## config.mk

```make
export PLATFORM = sky130hd
export DESIGN_NAME = contour_arc_run_tracker
export DESIGN_NICKNAME = d
export VERILOG_FILES = /design/src/rtl/carrt_pkg.sv /design/src/rtl/contour_arc_run_tracker.sv
export SDC_FILE = /design/constraint.sdc
export NUM_CORES = 1
export LEC_CHECK = 0
export CAP_MARGIN = 20
export CORE_ASPECT_RATIO = 1.4
export CORE_UTILIZATION = 26
export CTS_BUF_LIST = sky130_fd_sc_hd__clkbuf_16
export CTS_CLUSTER_DIAMETER = 30
export DETAILED_ROUTE_END_ITERATION = 6
export DONT_BUFFER_PORTS = 1
export SYNTH_ARGS = -nofsm -noshare
export SYNTH_HDL_FRONTEND = slang
export SYNTH_SLANG_ARGS = --single-unit
```

## constraint.sdc

```tcl
create_clock -name clock -period 4.7 [get_ports clock]
set_input_delay 0.47 -clock clock [delete_from_list [all_inputs] [get_ports clock]]
set_output_delay 0.47 -clock clock [all_outputs]
set_load 0.005 [all_outputs]
```

## src/rtl/carrt_pkg.sv

```systemverilog
// ----------------------------------------------------------------------------
// carrt_pkg: shared types and constants for the arc run tracker
// Direction codes, field widths and packing offsets of the stream channels.
// ----------------------------------------------------------------------------
package carrt_pkg;

   // Fixed field widths of the stream items
   localparam int FIELD_X_BITS    = 12;
   localparam int FIELD_SIZE_BITS = 10;
   localparam int PTS_BITS        = 10;
   localparam int PTS_LIMIT       = 1023;

   // Request tdata: pos_x, pos_y, contour_size (34 bits, padded to 40)
   localparam int REQ_DATA_BITS   = 40;
   localparam int REQ_X_LSB       = 0;
   localparam int REQ_Y_LSB       = 12;
   localparam int REQ_SIZE_LSB    = 24;
   // Request tuser: contour_start, search_start
   localparam int REQ_USER_BITS   = 2;
   localparam int REQ_USER_CSTART = 0;
   localparam int REQ_USER_SSTART = 1;

   // Response tdata: min x, max x, width, points (46 bits, padded to 48)
   localparam int RSP_DATA_BITS   = 48;
   localparam int RSP_PAD_BITS    = 2;

   // Contours shorter than this are skipped
   localparam logic [FIELD_SIZE_BITS-1:0] MIN_CONTOUR = 10'd3;

   // Saturation point and break threshold of the y reversal counter
   localparam logic [1:0] UPC_MAX   = 2'd3;
   localparam logic [1:0] UPC_LIMIT = 2'd1;

   typedef enum logic [1:0] {
      XD_LEFT  = 2'd0,
      XD_RIGHT = 2'd1,
      XD_NONE  = 2'd2,
      XD_INIT  = 2'd3
   } xdir_type;

   // UP means y falling, DOWN means y rising (image coordinates)
   typedef enum logic [1:0] {
      YD_UP   = 2'd0,
      YD_DOWN = 2'd1,
      YD_NONE = 2'd2
   } ydir_type;

endpackage

```

## src/rtl/contour_arc_run_tracker.sv

```systemverilog
// ----------------------------------------------------------------------------
// contour_arc_run_tracker: longest monotone arc search over contour vertices
// Tracks x-monotone runs with one y turn and reports the best run per search.
// ----------------------------------------------------------------------------
// The block takes one contour vertex per item and sustains one item per clock
// unless the input stalls. Each item is held in an input register, then the
// run and best-run state is updated by a single pass of compare/select logic,
// and an item that carries req_tlast (end of search) loads the result register
// as it leaves the input register; the result is offered from then on until
// it is taken. Items without req_tlast make no result and always flow; the
// input stalls only when an end-of-search item sits in the input register
// while the previous result is still not taken.
// A run breaks on a flat step (dropped, restarts at this vertex), on an x
// reversal or a y turn other than one rise-to-fall turn (scored against the
// best run, restarts at the previous vertex). The last run of a contour is
// never scored. Contours whose size is below three are ignored; req_tuser[1]
// clears the best run first.
// ----------------------------------------------------------------------------
module contour_arc_run_tracker #(
   parameter int COORD_BITS   = 12,
   parameter int MAX_VERTICES = 1023
) (
   input  logic                                clock,
   input  logic                                reset,
   input  logic                                req_tvalid,
   output logic                                req_tready,
   // [11:0] pos_x, [23:12] pos_y, [33:24] contour_size, [39:34] zero
   input  logic [carrt_pkg::REQ_DATA_BITS-1:0] req_tdata,
   // [0] contour_start, [1] search_start
   input  logic [carrt_pkg::REQ_USER_BITS-1:0] req_tuser,
   // search_end
   input  logic                                req_tlast,
   output logic                                rsp_tvalid,
   input  logic                                rsp_tready,
   // [11:0] best_min_x, [23:12] best_max_x, [35:24] best_width,
   // [45:36] best_points, [47:46] zero
   output logic [carrt_pkg::RSP_DATA_BITS-1:0] rsp_tdata,
   // [0] found
   output logic                                rsp_tuser
);

   localparam int FX = carrt_pkg::FIELD_X_BITS;
   localparam int PB = carrt_pkg::PTS_BITS;
   localparam int PtsCap = (MAX_VERTICES < carrt_pkg::PTS_LIMIT) ?
                           MAX_VERTICES : carrt_pkg::PTS_LIMIT;
   localparam logic [PB-1:0] PTS_CAP = PB'(PtsCap);
   localparam logic [PB-1:0] PTS_ONE = PB'(1);
   localparam logic [PB-1:0] PTS_TWO = PB'(2);

   // ---------------- input register ----------------
   logic                                    in_valid_ff, in_valid_in;
   logic [COORD_BITS-1:0]                   in_x_ff, in_y_ff;
   logic [carrt_pkg::FIELD_SIZE_BITS-1:0]   in_size_ff;
   logic                                    in_cstart_ff, in_sstart_ff, in_send_ff;
   logic                                    load_in, advance;

   // ---------------- run state ----------------
   carrt_pkg::xdir_type   xd_ff, xd_in;
   carrt_pkg::ydir_type   yd_ff, yd_in;
   logic [COORD_BITS-1:0] run_min_ff, run_min_in, run_max_ff, run_max_in;
   logic [COORD_BITS-1:0] prev_x_ff, prev_x_in, prev_y_ff, prev_y_in;
   logic [1:0]            upc_ff, upc_in;
   logic [PB-1:0]         pts_ff, pts_in;

   // ---------------- best run ----------------
   logic [PB-1:0]         top_pts_ff, top_pts_in;
   logic [COORD_BITS-1:0] top_min_ff, top_min_in, top_max_ff, top_max_in;
   logic [COORD_BITS-1:0] top_w_ff, top_w_in;

   // ---------------- result register ----------------
   logic                  rsp_valid_ff, rsp_valid_in;
   logic [carrt_pkg::RSP_DATA_BITS-1:0] rsp_data_ff, rsp_data_in;
   logic                  rsp_found_ff, rsp_found_in;

   // An end-of-search item needs a free result slot; others always move on.
   assign advance    = in_valid_ff && (!in_send_ff || !rsp_valid_ff || rsp_tready);
   assign req_tready = !in_valid_ff || advance;
   assign load_in    = req_tvalid && req_tready;
   assign in_valid_in = load_in || (in_valid_ff && !advance);

   // ---------------- vertex evaluation ----------------
   logic                  take;
   carrt_pkg::xdir_type   xd_r;
   carrt_pkg::ydir_type   yd_r;
   logic [COORD_BITS-1:0] min_r, max_r, px_r, py_r;
   logic [1:0]            upc_r, upc_inc;
   logic [PB-1:0]         pts_r, pts_inc;
   logic [PB-1:0]         tp0;
   logic [COORD_BITS-1:0] tmin0, tmax0, tw0, run_w;
   logic                  x_up, y_up, x_fail, y_fail, flat;
   carrt_pkg::xdir_type   xd_step;
   carrt_pkg::ydir_type   yd_step;
   logic [1:0]            upc_step;
   logic                  better;

   always_comb begin
      // search start clears the best run before the vertex is taken
      tp0   = in_sstart_ff ? '0 : top_pts_ff;
      tmin0 = in_sstart_ff ? '0 : top_min_ff;
      tmax0 = in_sstart_ff ? '0 : top_max_ff;
      tw0   = in_sstart_ff ? '0 : top_w_ff;

      take = (in_size_ff >= carrt_pkg::MIN_CONTOUR);

      // new contour reopens the run
      if (in_cstart_ff) begin
         xd_r  = carrt_pkg::XD_INIT;
         yd_r  = carrt_pkg::YD_NONE;
         min_r = '0;
         max_r = '0;
         px_r  = '0;
         py_r  = '0;
         upc_r = '0;
         pts_r = '0;
      end else begin
         xd_r  = xd_ff;
         yd_r  = yd_ff;
         min_r = run_min_ff;
         max_r = run_max_ff;
         px_r  = prev_x_ff;
         py_r  = prev_y_ff;
         upc_r = upc_ff;
         pts_r = pts_ff;
      end

      pts_inc = (pts_r < PTS_CAP) ? pts_r + PTS_ONE : pts_r;
      flat    = (in_x_ff == px_r) || (in_y_ff == py_r);
      run_w   = max_r - min_r;

      // x step
      x_up    = in_x_ff > px_r;
      x_fail  = x_up ? (xd_r == carrt_pkg::XD_LEFT) : (xd_r == carrt_pkg::XD_RIGHT);
      xd_step = x_up ? carrt_pkg::XD_RIGHT : carrt_pkg::XD_LEFT;

      // y step; a turn from rising to falling counts toward the one allowed
      y_up     = in_y_ff > py_r;
      upc_inc  = (upc_r < carrt_pkg::UPC_MAX) ? upc_r + 2'd1 : upc_r;
      if (y_up) begin
         y_fail   = (yd_r == carrt_pkg::YD_UP);
         yd_step  = carrt_pkg::YD_DOWN;
         upc_step = upc_r;
      end else if (yd_r == carrt_pkg::YD_DOWN) begin
         y_fail   = (upc_inc > carrt_pkg::UPC_LIMIT);
         yd_step  = carrt_pkg::YD_UP;
         upc_step = upc_inc;
      end else begin
         y_fail   = 1'b0;
         yd_step  = carrt_pkg::YD_UP;
         upc_step = upc_r;
      end

      // scored count includes the breaking vertex
      better = (pts_inc > tp0) || ((pts_inc == tp0) && (run_w > tw0));

      xd_in      = xd_r;
      yd_in      = yd_r;
      run_min_in = min_r;
      run_max_in = max_r;
      prev_x_in  = px_r;
      prev_y_in  = py_r;
      upc_in     = upc_r;
      pts_in     = pts_r;
      top_pts_in = tp0;
      top_min_in = tmin0;
      top_max_in = tmax0;
      top_w_in   = tw0;

      if (!take) begin
         // short contour: the run state does not change, not even on a contour start
         xd_in      = xd_ff;
         yd_in      = yd_ff;
         run_min_in = run_min_ff;
         run_max_in = run_max_ff;
         prev_x_in  = prev_x_ff;
         prev_y_in  = prev_y_ff;
         upc_in     = upc_ff;
         pts_in     = pts_ff;
      end else if (xd_r == carrt_pkg::XD_INIT) begin
         xd_in      = carrt_pkg::XD_NONE;
         run_min_in = in_x_ff;
         run_max_in = in_x_ff;
         prev_x_in  = in_x_ff;
         prev_y_in  = in_y_ff;
         pts_in     = pts_inc;
      end else if (flat) begin
         // flat step: drop the run unscored
         xd_in      = carrt_pkg::XD_NONE;
         yd_in      = carrt_pkg::YD_NONE;
         upc_in     = '0;
         pts_in     = PTS_ONE;
         run_min_in = in_x_ff;
         run_max_in = in_x_ff;
         prev_x_in  = in_x_ff;
         prev_y_in  = in_y_ff;
      end else if (!x_fail && !y_fail) begin
         xd_in     = xd_step;
         yd_in     = yd_step;
         upc_in    = upc_step;
         pts_in    = pts_inc;
         prev_x_in = in_x_ff;
         prev_y_in = in_y_ff;
         if (in_x_ff < min_r) begin
            run_min_in = in_x_ff;
         end else if (in_x_ff > max_r) begin
            run_max_in = in_x_ff;
         end
      end else begin
         // break: score, restart at the previous vertex, then take this one
         if (better) begin
            top_pts_in = pts_inc;
            top_min_in = min_r;
            top_max_in = max_r;
            top_w_in   = run_w;
         end
         xd_in     = xd_step;
         yd_in     = yd_step;
         upc_in    = '0;
         pts_in    = PTS_TWO;
         prev_x_in = in_x_ff;
         prev_y_in = in_y_ff;
         if (x_up) begin
            run_min_in = px_r;
            run_max_in = in_x_ff;
         end else begin
            run_min_in = in_x_ff;
            run_max_in = px_r;
         end
      end
   end

   // ---------------- result ----------------
   always_comb begin
      rsp_data_in  = {{carrt_pkg::RSP_PAD_BITS{1'b0}}, top_pts_in, FX'(top_w_in),
                      FX'(top_max_in), FX'(top_min_in)};
      rsp_found_in = (top_w_in != '0);
      if (advance && in_send_ff) begin
         rsp_valid_in = 1'b1;
      end else if (rsp_tready) begin
         rsp_valid_in = 1'b0;
      end else begin
         rsp_valid_in = rsp_valid_ff;
      end
   end

   assign rsp_tvalid = rsp_valid_ff;
   assign rsp_tdata  = rsp_data_ff;
   assign rsp_tuser  = rsp_found_ff;

   // ---------------- registers ----------------
   always_ff @(posedge clock) begin
      if (reset) begin
         in_valid_ff  <= 1'b0;
         rsp_valid_ff <= 1'b0;
         xd_ff        <= carrt_pkg::XD_INIT;
         yd_ff        <= carrt_pkg::YD_NONE;
         run_min_ff   <= '0;
         run_max_ff   <= '0;
         prev_x_ff    <= '0;
         prev_y_ff    <= '0;
         upc_ff       <= '0;
         pts_ff       <= '0;
         top_pts_ff   <= '0;
         top_min_ff   <= '0;
         top_max_ff   <= '0;
         top_w_ff     <= '0;
      end else begin
         in_valid_ff  <= in_valid_in;
         rsp_valid_ff <= rsp_valid_in;
         if (advance) begin
            xd_ff      <= xd_in;
            yd_ff      <= yd_in;
            run_min_ff <= run_min_in;
            run_max_ff <= run_max_in;
            prev_x_ff  <= prev_x_in;
            prev_y_ff  <= prev_y_in;
            upc_ff     <= upc_in;
            pts_ff     <= pts_in;
            top_pts_ff <= top_pts_in;
            top_min_ff <= top_min_in;
            top_max_ff <= top_max_in;
            top_w_ff   <= top_w_in;
         end
      end
   end

   always_ff @(posedge clock) begin
      if (load_in) begin
         in_x_ff      <= COORD_BITS'(req_tdata[carrt_pkg::REQ_X_LSB +: FX]);
         in_y_ff      <= COORD_BITS'(req_tdata[carrt_pkg::REQ_Y_LSB +: FX]);
         in_size_ff   <= req_tdata[carrt_pkg::REQ_SIZE_LSB +: carrt_pkg::FIELD_SIZE_BITS];
         in_cstart_ff <= req_tuser[carrt_pkg::REQ_USER_CSTART];
         in_sstart_ff <= req_tuser[carrt_pkg::REQ_USER_SSTART];
         in_send_ff   <= req_tlast;
      end
      if (advance && in_send_ff) begin
         rsp_data_ff  <= rsp_data_in;
         rsp_found_ff <= rsp_found_in;
      end
   end

`ifndef ASSERT_OFF
   // point count stays within its saturation limit
   a_pts_cap: assert property (@(posedge clock) disable iff (reset)
      pts_ff <= PTS_CAP)
      else $error("run point count above cap");

   // a second y turn always breaks the run, so at most one is ever kept
   a_upc: assert property (@(posedge clock) disable iff (reset)
      upc_ff <= carrt_pkg::UPC_LIMIT)
      else $error("y turn counter kept above one");

   // an empty run is exactly a run awaiting its first vertex
   a_open: assert property (@(posedge clock) disable iff (reset)
      (pts_ff == '0) == (xd_ff == carrt_pkg::XD_INIT))
      else $error("run count and x direction disagree");

   // best width always matches its extent
   a_top_w: assert property (@(posedge clock) disable iff (reset)
      top_w_ff == top_max_ff - top_min_ff)
      else $error("best width inconsistent");

   // an end-of-search item that moves on yields a result next cycle
   a_emit: assert property (@(posedge clock) disable iff (reset)
      advance && in_send_ff |=> rsp_tvalid)
      else $error("search end item produced no result");
`endif

endmodule

```

==> metrics.cfg, run 1 <==
[place]
placedCellCount = 1721
dpl-instance-area_um2 = 12100
port-buffer-count = 0
placed_wire_length_estimate_after_detailed_placement_um = 20900
gpl.final_weighted_congestion = 0.858

[worst_setup_path]
cpMostUsedCell = sky130_fd_sc_hd__buf_4
list_of_cells_traversed_by_the_critical_path = buf_6 > buf_4 > buf_4 > nand2b_4 > inv_2 > ha_4 > and2_1 > a31o_2 > a211oi_2 > xor2_1 > buf_4 > inv_1 > ha_1 > nand4_1 > nor2_1 > o21ai_0 > o2111ai_1 > buf_4 > o211ai_4 > buf_12 > buf_4 > or3_1 > a31oi_1
crit_path_end_kind = register
crit_path_start = in_cstart_ff
timing.critical_path.arrival_ns = 4.85
cp_max_fo = 24
critical_path.reg2reg.endpoint = top_w_ff[11]
timing.critical_path.required_ns = 5.09
setup.worst_path.start_class = register
critical_path.slowest_cell = sky130_fd_sc_hd__edfxtp_1
worst-r2r-setup-slack_ns = 0.24
setup.worst_path.class = reg -> reg
worst_path_largest_cell_delay_ns = 0.41
ff2ff_path_depth = 23
worst_r2r_startpoint = in_cstart_ff

[hold_path]
timing.hold.worst_path_depth = 1
holdCritStartpoint = reset
worst_hold_path_type = in -> reg
timing.hold.worst_endpoint = in_valid_ff

[timing]
fmax_mhz = 224
relSlewSlack_pct = 41.1
fin_hold_ws_ns = 0.0908
finalCritPeriodShare_pct = 94.9
drv_slew = 0
worst_pin_slew_ns = 0.883
finalHoldViolations = 0
setup_viol_count_final = 0
post-route-min-period_ns = 4.46
skew_ns = 0.0130
setup-tns-final_ns = 0

[finish]
design.final.nets = 1327
fill_cells = 4283
antenna_cells = 0
flow.area_growth_from_synthesis_pct = 15.8
utilization_pct = 30.6
drive_above_1_share_pct = 18.6
fin_area_um2 = 12900
final_cells = 1758

[die]
ioPinCount = 98
fp.dieW_um = 177
core-area_um2 = 42200
dieHeight_um = 247
starting_density_pct = 26.4
rows = 89
die_ar_um2 = 43800

[clock_network]
maximum_clock_path_buffer_count = 2
root_buffer = sky130_fd_sc_hd__clkbuf_16
clkSinkCount = 196
clock_latency_ns = 0.46
worst_setup_hold_path_clk_slew_ns = 0.08
cts-buffers-inserted = 17
htree_levels = 4
tritoncts_clock_tree = done

[global_route]
gr-usage-all-layers_pct = 13.6
grt_pass1_vias = 8709
grt.overflow.total = 0
grt_pass1_wl_um = 46600
grt_start_max_net_pins = 116
antenna_found_initial = 3

[yosys]
ys_seq_elements = 196
yosys_warn_count = 0
synth_area_um2 = 11200
synthDominantAreaCellType = sky130_fd_sc_hd__edfxtp_1
async_sr_flop_fraction_pct = 0
dominantRegCellSynth = sky130_fd_sc_hd__dfxtp_1
number_of_enable_flip_flop_cells_after_synthesis = 84
yosysUniqueCellTypes = 71
synth.top_cells.by_area = sky130_fd_sc_hd__edfxtp_1, sky130_fd_sc_hd__dfxtp_1, sky130_fd_sc_hd__ha_1
synth_top_area_share_pct = 22.6
post_synth.cell_area_avg_um2 = 9.54
syn-instance-count = 1170
sequential_area_share_after_synthesis_pct = 42.7

[route]
drt_first_pass_iters = 5
route.antenna.remaining_nets = 0
met2WireLength_um = 15000
first_iter_violations = 485
routed_wirelength_um = 29100
drc = 0
top_signal_layer_used = met5
dr_wl_met3_um = 996
wl_met1_um = 12100
via_density_per_instance = 4.94
wire_per_inst_um = 16.5
route.vias.total = 8679

[pwr]
peakVddDrop_uv = 200
leakagePower_nw = 4.99
cellPowerDensity_nw_per_um2 = 313

[job]
max_cap_viol_count = 0

[outcome]
outcome = finished clean

[placed cells by master, fill, tap and decap left out, types with 8 or more instances in the layout]
master	instances
sky130_fd_sc_hd__a21oi_1	65
sky130_fd_sc_hd__ha_1	75
sky130_fd_sc_hd__xnor2_1	9
sky130_fd_sc_hd__nand3_1	8
sky130_fd_sc_hd__o21a_1	22
sky130_fd_sc_hd__xor2_1	9
sky130_fd_sc_hd__nor2b_1	36
sky130_fd_sc_hd__nor3_1	21
sky130_fd_sc_hd__o41ai_1	14
sky130_fd_sc_hd__or2_2	14
sky130_fd_sc_hd__o21ai_0	16
sky130_fd_sc_hd__nand3b_1	14
sky130_fd_sc_hd__nor2_1	102
sky130_fd_sc_hd__edfxtp_1	84
sky130_fd_sc_hd__o21bai_1	14
sky130_fd_sc_hd__inv_1	54
sky130_fd_sc_hd__nand2b_1	56
sky130_fd_sc_hd__nand3_2	22
sky130_fd_sc_hd__and3_1	15
sky130_fd_sc_hd__mux2_2	13
sky130_fd_sc_hd__a311oi_2	24
sky130_fd_sc_hd__a221oi_1	12
sky130_fd_sc_hd__clkbuf_16	17
sky130_fd_sc_hd__nand2_1	128
sky130_fd_sc_hd__a32oi_1	8
sky130_fd_sc_hd__o22ai_1	11
sky130_fd_sc_hd__nand4_1	15
sky130_fd_sc_hd__dfxtp_1	112
sky130_fd_sc_hd__buf_4	75
[stage by stage]
stage                     power [mW]  setup slack [ns]
after floorplan                 2.37            0.0793
after global routing            4.24           -0.0266
after global placement          2.56           -0.0609
after CTS                       4.05          0.000397
after detailed placement        2.58           -0.0594
final                           4.04             0.240
[flip-flops by register name, summed over array words and instances (netlist names), 12 cells and up]
register and flops:
run_min_ff 12, top_min_ff 12, top_max_ff 12, run_max_ff 12, top_w_ff 12, rsp_tdata 46
prev_x_ff 12, prev_y_ff 12, in_y_ff 12, in_x_ff 12
[how the worst max path moves through the flow]
| stage | endpoint | slack (ns) |
|---|---|---|
| 6_report | top_w_ff[11] | 0.24 |
| 5_1_grt | top_w_ff[11] | -0.03 |
| 4_1_cts | rsp_tuser | 0.0004 |
| 3_5_place_dp | rsp_tuser | -0.06 |
| 3_3_place_gp | rsp_tuser | -0.06 |
| 2_1_floorplan | top_pts_ff[9] | 0.08 |
[worst max-delay path, delay by kind of cell (launching register included)]
family                     cells  cell delay (ns)
buffers and inverters          9             1.33
AOI/OAI and AO/OA              6             0.96
DFF                            1             0.41
and+or+nand+nor                5             0.95
adders and majority gates      2             0.48
xor gates and xnor gates       1             0.24
[cell usage after synthesis (12+ instances only)]
cell type                  count
sky130_fd_sc_hd__a21oi_1      67
sky130_fd_sc_hd__a221oi_1     13
sky130_fd_sc_hd__a311oi_2     24
sky130_fd_sc_hd__and3_1       16
sky130_fd_sc_hd__clkbuf_1     55
sky130_fd_sc_hd__dfxtp_1     112
sky130_fd_sc_hd__edfxtp_1     84
sky130_fd_sc_hd__ha_1         80
sky130_fd_sc_hd__inv_1        55
sky130_fd_sc_hd__mux2_2       13
sky130_fd_sc_hd__nand2_1     128
sky130_fd_sc_hd__nand2b_1     61
sky130_fd_sc_hd__nand3_2      22
sky130_fd_sc_hd__nand3b_1     14
sky130_fd_sc_hd__nand4_1      15
sky130_fd_sc_hd__nor2_1      103
sky130_fd_sc_hd__nor2b_1      39
sky130_fd_sc_hd__nor3_1       21
sky130_fd_sc_hd__o21a_1       23
sky130_fd_sc_hd__o21ai_0      18
sky130_fd_sc_hd__o21bai_1     14
sky130_fd_sc_hd__o22ai_1      12
sky130_fd_sc_hd__o41ai_1      14
sky130_fd_sc_hd__or2_2        14
[cell type report]
cell class              count  area, um^2  area share (%)
multi-input cells         850        6080            47.1
inverters                  56         210            1.63
clock buffers              17         425            3.29
repair buffers             78         614            4.76
well taps                 546         683            5.29
clock inverters            15         139            1.08
flip-flops and latches    196        4760            36.9
[kinds of logic (layout without fill, tap and decap cells)]
| logic type | Yosys count | count (layout) | share of synthesized area (%) |
|---|---|---|---|
| other cells | 1 | 2 | 0.0336 |
| compound gates | 252 | 252 | 17.2 |
| simple gates | 476 | 476 | 22.5 |
| fa+ha+maj | 81 | 81 | 9.15 |
| buf+inv | 125 | 166 | 4.88 |
| flops | 196 | 196 | 42.7 |
| xor+xnor | 18 | 18 | 1.41 |
| mux | 21 | 21 | 2.03 |
[metal layers]
metal | vias to the layer above | GRT usage [%]
li1 | 4278 | -
met1 | 4162 | 15.3
met2 | 172 | 24.6
met3 | 61 | 2.51
met4 | 6 | 6.39
met5 | - | 0
[what timing repair did]
item | CTS | global route
pin swaps | 2 | 11
resized for setup | 2 | 37
hold buffers | 0 | 0
setup endpoints to repair | 53 | 93
buffers inserted | 1 | 3
[power by group]
part           internal, mW  switching [mW]  leakage, nW
combinational         0.304           0.384         2.97
sequential             1.85          0.0566         1.75
clock                 0.703           0.736        0.275
(Power assumes the default switching activity.)
==> run 2, diff against run 1 <==
Settings changed: SETUP_SLACK_MARGIN from default to 0.5.
==> run 2 against run 1 <==
Against the previous run:
- clock power up 6%
- highest routed layer unchanged
- critical endpoint is now top_pts_ff[7]
- final cell count is 1.4% higher
- global-route usage rose by 1.1 points
- critical path type unchanged
==> metrics.cfg, run 2 (synthesis gave the netlist of run 1 again) <==
[route]
drc = 0  ; unchanged
routed_wirelength_um = 32000  ; was 29100 um
drt_first_pass_iters = 5  ; unchanged
route.antenna.remaining_nets = 0  ; unchanged
first_iter_violations = 612  ; was 485
via_density_per_instance = 5.07  ; was 4.94
route.vias.total = 9039  ; was 8679
wire_per_inst_um = 17.9  ; was 16.5 um

[place]
port-buffer-count = 0  ; unchanged
gpl.final_weighted_congestion = 0.914  ; was 0.858
placed_wire_length_estimate_after_detailed_placement_um = 21000  ; was 20900 um
placedCellCount = 1696  ; was 1721

[timing]
post-route-min-period_ns = 4.52  ; was 4.46 ns
finalCritPeriodShare_pct = 96.1  ; was 94.9%
worst_pin_slew_ns = 0.894  ; was 0.883 ns
drv_slew = 0  ; unchanged
relSlewSlack_pct = 40.4  ; was 41.1%
finalHoldViolations = 0  ; unchanged
skew_ns = 0.0159  ; was 0.0130 ns
setup_repair_after_global_routing_missed_its_margin = true
fmax_mhz = 221  ; was 224 MHz
setup_viol_count_final = 0  ; unchanged

[worst_setup_path]
timing.critical_path.arrival_ns = 4.90  ; was 4.85 ns
cp_max_fo = 8  ; was 24
setup.worst_path.class = reg -> reg  ; unchanged
list_of_cells_traversed_by_the_critical_path = buf_12 > nand2b_4 > ha_4 > nand2_2 > o21a_4 > o32ai_4 > o2111ai_2 > a31oi_1 > xor2_1 > inv_1 > ha_4 > nand4_1 > nor2_1 > o21ai_1 > o2111ai_2 > o211ai_4 > buf_4 > buf_16 > or4_1 > o21ai_1  ; was buf_6 > buf_4 > buf_4 > nand2b_4 > inv_2 > ha_4 > and2_1 > a31o_2 > a211oi_2 > xor2_1 > buf_4 > inv_1 > ha_1 > nand4_1 > nor2_1 > o21ai_0 > o2111ai_1 > buf_4 > o211ai_4 > buf_12 > buf_4 > or3_1 > a31oi_1
crit_path_end_kind = register  ; unchanged
worst_path_largest_cell_delay_ns = 0.50  ; was 0.41 ns
setup.worst_path.start_class = register  ; unchanged
critical_path.slowest_cell = sky130_fd_sc_hd__or4_1  ; was sky130_fd_sc_hd__edfxtp_1
timing.critical_path.required_ns = 5.09  ; about the same

[global_route]
grt.overflow.total = 0  ; unchanged
gr-usage-all-layers_pct = 14.8  ; was 13.6%
antenna_found_initial = 5  ; was 3
grt_start_max_net_pins = 116  ; unchanged
grt_pass1_wl_um = 49400  ; was 46600 um
grt_pass1_vias = 9023  ; was 8709

[die]
fp.dieW_um = 177  ; unchanged
core-area_um2 = 42200  ; unchanged
dieHeight_um = 247  ; unchanged
die_ar_um2 = 43800  ; unchanged
ioPinCount = 98  ; unchanged
rows = 89  ; unchanged
starting_density_pct = 26.4  ; unchanged

[clock_network]
maximum_clock_path_buffer_count = 2  ; unchanged
tritoncts_clock_tree = done  ; unchanged
root_buffer = sky130_fd_sc_hd__clkbuf_16  ; unchanged
worst_setup_hold_path_clk_slew_ns = 0.07  ; was 0.08 ns
cts-buffers-inserted = 17  ; unchanged
clkSinkCount = 196  ; unchanged
clock_latency_ns = 0.45  ; was 0.46 ns
htree_levels = 4  ; unchanged

[finish]
fill_cells = 4191  ; was 4283
mostFrequentLayoutCells = sky130_fd_sc_hd__dfxtp_1, sky130_fd_sc_hd__nand2_1, sky130_fd_sc_hd__nor2_1  ; was sky130_fd_sc_hd__nand2_1, sky130_fd_sc_hd__dfxtp_1, sky130_fd_sc_hd__nor2_1
drive_above_1_share_pct = 25.1  ; was 18.6%
area.sequential_um2 = 4760  ; unchanged
utilization_pct = 32.9  ; was 30.6%
flow.area_growth_from_synthesis_pct = 24.4  ; was 15.8%
design.final.nets = 1351  ; was 1327
area_occupied_by_multi_input_gates_um2 = 6590  ; was 6080 um^2
final_common_cell = sky130_fd_sc_hd__dfxtp_1  ; was sky130_fd_sc_hd__nand2_1
final_cells = 1783  ; was 1758
largest_register_ff_count = 46  ; unchanged

[pwr]
leakagePower_nw = 5.37  ; was 4.99 nW
peakVddDrop_uv = 217  ; was 200 uV
cellPowerDensity_nw_per_um2 = 308  ; was 313 nW/um^2

[outcome]
outcome = finished clean  ; unchanged

[hold_path]
worst_hold_path_type = in -> reg  ; unchanged

[job]
max_cap_viol_count = 0  ; unchanged

-- run 2: critical path: cells and delay by family, from the launching register on --
family          cells  cell delay, ns
xor+xnor            1            0.26
flops               1            0.44
compound gates      8            1.41
simple gates        5            1.13
fa+ha+maj           2            0.56
buf+inv             4            0.64
-- run 2: layout make-up --
class / count / area share (%)
clock inverters: 14 / 1.14
flip-flops and latches: 196 / 34.3
repair buffers: 102 / 7.38
inverters: 56 / 1.51
diodes: 1 / 0.0180
clock buffers: 18 / 3.24
multi-input cells: 850 / 47.5
well taps: 546 / 4.92
-- run 2: where the power goes --
| group | leakage (nW) | internal (mW) | total (mW) | switching, mW |
|---|---|---|---|---|
| sequential | 1.75 | 1.85 | 1.92 | 0.0629 |
| clock | 0.297 | 0.790 | 1.53 | 0.737 |
| combinational | 3.33 | 0.383 | 0.839 | 0.456 |
-- run 2: final timing paths --
kind | start | to | slack (ns) | cells past startpoint
min | req_tdata[23] | in_y_ff[11] | 0.11 | 0
min reg2reg | prev_x_ff[11] | prev_x_ff[11] | 0.46 | 2
max | in_cstart_ff | top_pts_ff[7] | 0.18 | 20
max reg2reg | in_cstart_ff | top_pts_ff[7] | 0.18 | 20
-- run 2: per-stage QoR --
stage                     cell area, um^2  total power [mW]  worst slack (ns)  TNS [ns]  hold WS (ns)
after floorplan                     11300              2.39             0.505         0         0.432
after global placement              12000              2.55            0.0624         0         0.435
after detailed placement            12000              2.57          -0.00279  -0.00279         0.442
after CTS                           13500              4.28             0.276         0        0.0630
after global routing                13900              4.48           -0.0325   -0.0467        0.0814
final                               13900              4.28             0.182         0         0.114
-- run 2: repair_timing --
action,4_1_cts,5_1_grt
buffers inserted,40,8
gates cloned,4,2
pin swaps,24,52
gates resized for setup,90,67
setup endpoints to repair,93,122
hold buffers,0,0
-- run 2: routing by layer --
metal  part of all wire (%)  global-route usage [%]  vias to the layer above
met5                   0.12                       0                        -
met4                    4.6                    8.16                        6
met3                    4.2                    2.95                       89
met2                     52                    26.2                      268
met1                     39                    16.3                     4330
li1                       -                       -                     4346
==> run 3, diff against run 2 <==
Settings changed: CORE_MARGIN from default to 1.5, CTS_CLUSTER_DIAMETER 30 to 40.
==> run 3 against run 2 <==
Against the previous run:
- sequential power is essentially flat
- first-iteration DRC count shrank 26%
- highest routed layer unchanged
- worst setup slack gained 0.047 ns
- global-route usage shrank 0.75 points
- count of clock-buffer cells in the layout shrank 1
- utilization grew 0.12 points
- clock skew shrank 0.0019 ns
==> metrics.cfg, run 3 (synthesis gave the netlist of run 1 again) <==
[worst_setup_path]
setup.worst_path.start_class = register  ; unchanged
crit_path_start = in_cstart_ff  ; unchanged
crit_path_end_kind = register  ; unchanged
timing.critical_path.arrival_ns = 4.87  ; was 4.90 ns
cp_max_fo = 6  ; was 8
cp.buffers_inverters = 5  ; was 4
worst_path_largest_cell_delay_ns = 0.50  ; about the same
critical_path.slowest_cell = sky130_fd_sc_hd__or4b_1  ; was sky130_fd_sc_hd__or4_1
timing.critical_path.required_ns = 5.10  ; was 5.09 ns
crit_family = compound AO/OA/AOI/OAI gates  ; unchanged
setup.worst_path.class = reg -> reg  ; unchanged
list_of_cells_traversed_by_the_critical_path = buf_6 > buf_16 > nor2b_4 > ha_4 > nand2_1 > o21a_1 > o32ai_2 > o2111ai_2 > a31oi_1 > xor2_1 > inv_1 > ha_4 > nand4_1 > o2111ai_2 > o211ai_4 > buf_12 > clkbuf_16 > or4b_1 > o21ai_1  ; was buf_12 > nand2b_4 > ha_4 > nand2_2 > o21a_4 > o32ai_4 > o2111ai_2 > a31oi_1 > xor2_1 > inv_1 > ha_4 > nand4_1 > nor2_1 > o21ai_1 > o2111ai_2 > o211ai_4 > buf_4 > buf_16 > or4_1 > o21ai_1
worst_r2r_startpoint = in_cstart_ff  ; unchanged
worst-r2r-setup-slack_ns = 0.23  ; was 0.18 ns

[die]
rows = 89  ; unchanged
die_ar_um2 = 44200  ; was 43800 um^2
ioPinCount = 98  ; unchanged
starting_density_pct = 26.4  ; unchanged
dieHeight_um = 248  ; was 247 um
core-area_um2 = 42200  ; unchanged
fp.dieW_um = 178  ; was 177 um

[route]
drc = 0  ; unchanged
first_iter_violations = 453  ; was 612
via_density_per_instance = 5.07  ; about the same
drt_first_pass_iters = 5  ; unchanged
routed_wirelength_um = 31600  ; was 32000 um
route.antenna.remaining_nets = 0  ; unchanged
wire_per_inst_um = 17.7  ; was 17.9 um
route.vias.total = 9040  ; was 9039

[timing]
worst_pin_slew_ns = 0.904  ; was 0.894 ns
skew_ns = 0.0140  ; was 0.0159 ns
setup_viol_count_final = 0  ; unchanged
post-route-min-period_ns = 4.47  ; was 4.52 ns
drv_slew = 0  ; unchanged
setup_repair_after_global_routing_missed_its_margin = true  ; unchanged
finalWorstSetupSlack_ns = 0.228  ; was 0.182 ns
setup-tns-final_ns = 0  ; unchanged
fmax_mhz = 224  ; was 221 MHz
finalCritPeriodShare_pct = 95.1  ; was 96.1%
relSlewSlack_pct = 39.8  ; was 40.4%
finalHoldViolations = 0  ; unchanged

[finish]
largest_register_ff_count = 46  ; unchanged
final_common_cell = sky130_fd_sc_hd__dfxtp_1  ; unchanged
design.final.nets = 1349  ; was 1351
final_cells = 1783  ; unchanged
mostFrequentLayoutCells = sky130_fd_sc_hd__dfxtp_1, sky130_fd_sc_hd__nand2_1, sky130_fd_sc_hd__nor2_1  ; unchanged
drive_above_1_share_pct = 25.3  ; was 25.1%
flow.area_growth_from_synthesis_pct = 24.9  ; was 24.4%

[hold_path]
holdCritStartpoint = req_tdata[16]  ; was req_tdata[23]
worst_hold_path_type = in -> reg  ; unchanged

[global_route]
grt_pass1_wl_um = 47300  ; was 49400 um
grt_pass1_vias = 8774  ; was 9023
grt.overflow.total = 0  ; unchanged
global_route.usage.met1_pct = 15.2  ; was 16.3%
global_route.usage.met2_pct = 25.5  ; was 26.2%
gr-usage-all-layers_pct = 14.0  ; was 14.8%
grt-busiest-layer = met2  ; unchanged
met3_track_demand_over_resource_in_global_routing_pct = 2.79  ; was 2.95%
grt_start_max_net_pins = 116  ; unchanged
antenna_found_initial = 5  ; unchanged

[clock_network]
cts_hold_buffers = 0  ; unchanged
root_buffer = sky130_fd_sc_hd__clkbuf_16  ; unchanged
htree_levels = 4  ; unchanged
clock_latency_ns = 0.47  ; was 0.45 ns
tritoncts_clock_tree = done  ; unchanged
maximum_clock_path_buffer_count = 2  ; unchanged
clkSinkCount = 196  ; unchanged
cts-buffers-inserted = 17  ; unchanged
worst_setup_hold_path_clk_slew_ns = 0.08  ; was 0.07 ns

[place]
placedCellCount = 1705  ; was 1696
placed_wire_length_estimate_after_detailed_placement_um = 21400  ; was 21000 um
place_worst_setup_slack_ns = 0.113  ; was -0.00279 ns
port-buffer-count = 0  ; unchanged
gpl.final_weighted_congestion = 0.881  ; was 0.914

[outcome]
outcome = finished clean  ; unchanged

[pwr]
leakagePower_nw = 5.40  ; was 5.37 nW
cellPowerDensity_nw_per_um2 = 301  ; was 308 nW/um^2
peakVddDrop_uv = 260  ; was 217 uV

[job]
max_cap_viol_count = 0  ; unchanged

run 3: changes by cell type in the layout (fill, tap and decap cells not counted), sizes merged:
cell	change
buf	-3
diode	+2
clkinv	+1
clkinvlp	+1
inv	-1
run 3: stage by stage:
stage / hold slack (ns) / utilization (%) / power [mW] / area [um^2]
floorplan: 0.432 / - / 2.39 / 11300
global placement: 0.435 / 28.6 / 2.57 / 12100
detailed placement: 0.440 / 28.6 / 2.59 / 12100
CTS: 0.0564 / 31.4 / 4.21 / 13300
global route: 0.0709 / 33.0 / 4.38 / 13900
finish: 0.0938 / 33.0 / 4.19 / 13900
run 3: worst reg2reg max path: stages (launching register included):
cell,delay [ns]
sky130_fd_sc_hd__edfxtp_1,0.44
sky130_fd_sc_hd__buf_6,0.16
sky130_fd_sc_hd__buf_16,0.13
sky130_fd_sc_hd__nor2b_4,0.19
sky130_fd_sc_hd__ha_4,0.14
sky130_fd_sc_hd__nand2_1,0.04
sky130_fd_sc_hd__o21a_1,0.22
sky130_fd_sc_hd__o32ai_2,0.36
sky130_fd_sc_hd__o2111ai_2,0.19
sky130_fd_sc_hd__a31oi_1,0.22
sky130_fd_sc_hd__xor2_1,0.29
sky130_fd_sc_hd__inv_1,0.14
sky130_fd_sc_hd__ha_4,0.28
sky130_fd_sc_hd__nand4_1,0.15
sky130_fd_sc_hd__o2111ai_2,0.32
sky130_fd_sc_hd__o211ai_4,0.22
sky130_fd_sc_hd__buf_12,0.19
sky130_fd_sc_hd__clkbuf_16,0.14
sky130_fd_sc_hd__or4b_1,0.50
sky130_fd_sc_hd__o21ai_1,0.08
run 3: path summary, 6_finish.rpt:
check                  endpoint  depth (start not counted)
hold / removal       in_y_ff[4]                          0
setup reg to reg  top_pts_ff[9]                         19
setup / recovery  top_pts_ff[9]                         19
hold reg to reg    prev_x_ff[0]                          2
run 3: final cells by class:
type                       count  area (um^2)
antenna                        3         7.51
clock buffer                  17          425
clock inverter                15          188
fill                        4203        28300
inverter                      56          210
multi-input combinational    850         6540
sequential                   196         4760
tap                          546          683
timing repair buffer         100         1110
run 3: where the power goes:
part | leakage (nW) | internal (mW) | switching (mW)
Combinational | 3.36 | 0.334 | 0.416
Sequential | 1.75 | 1.85 | 0.0627
Clock | 0.291 | 0.765 | 0.761
run 3: metal layers:
layer  part of all wire [%]  wire length [um]  vias up
li1                       -                 -     4350
met1                     38             12200     4388
met2                     53             16700      225
met3                    4.2              1340       75
met4                    4.5              1420        2
met5                  0.038                12        -
run 3: what timing repair did:
item / CTS / global route
endpoints found under the setup margin: 100 / 113
pin swaps: 26 / 35
buffers inserted: 21 / 13
resized for setup: 52 / 94
gates cloned: 6 / 3
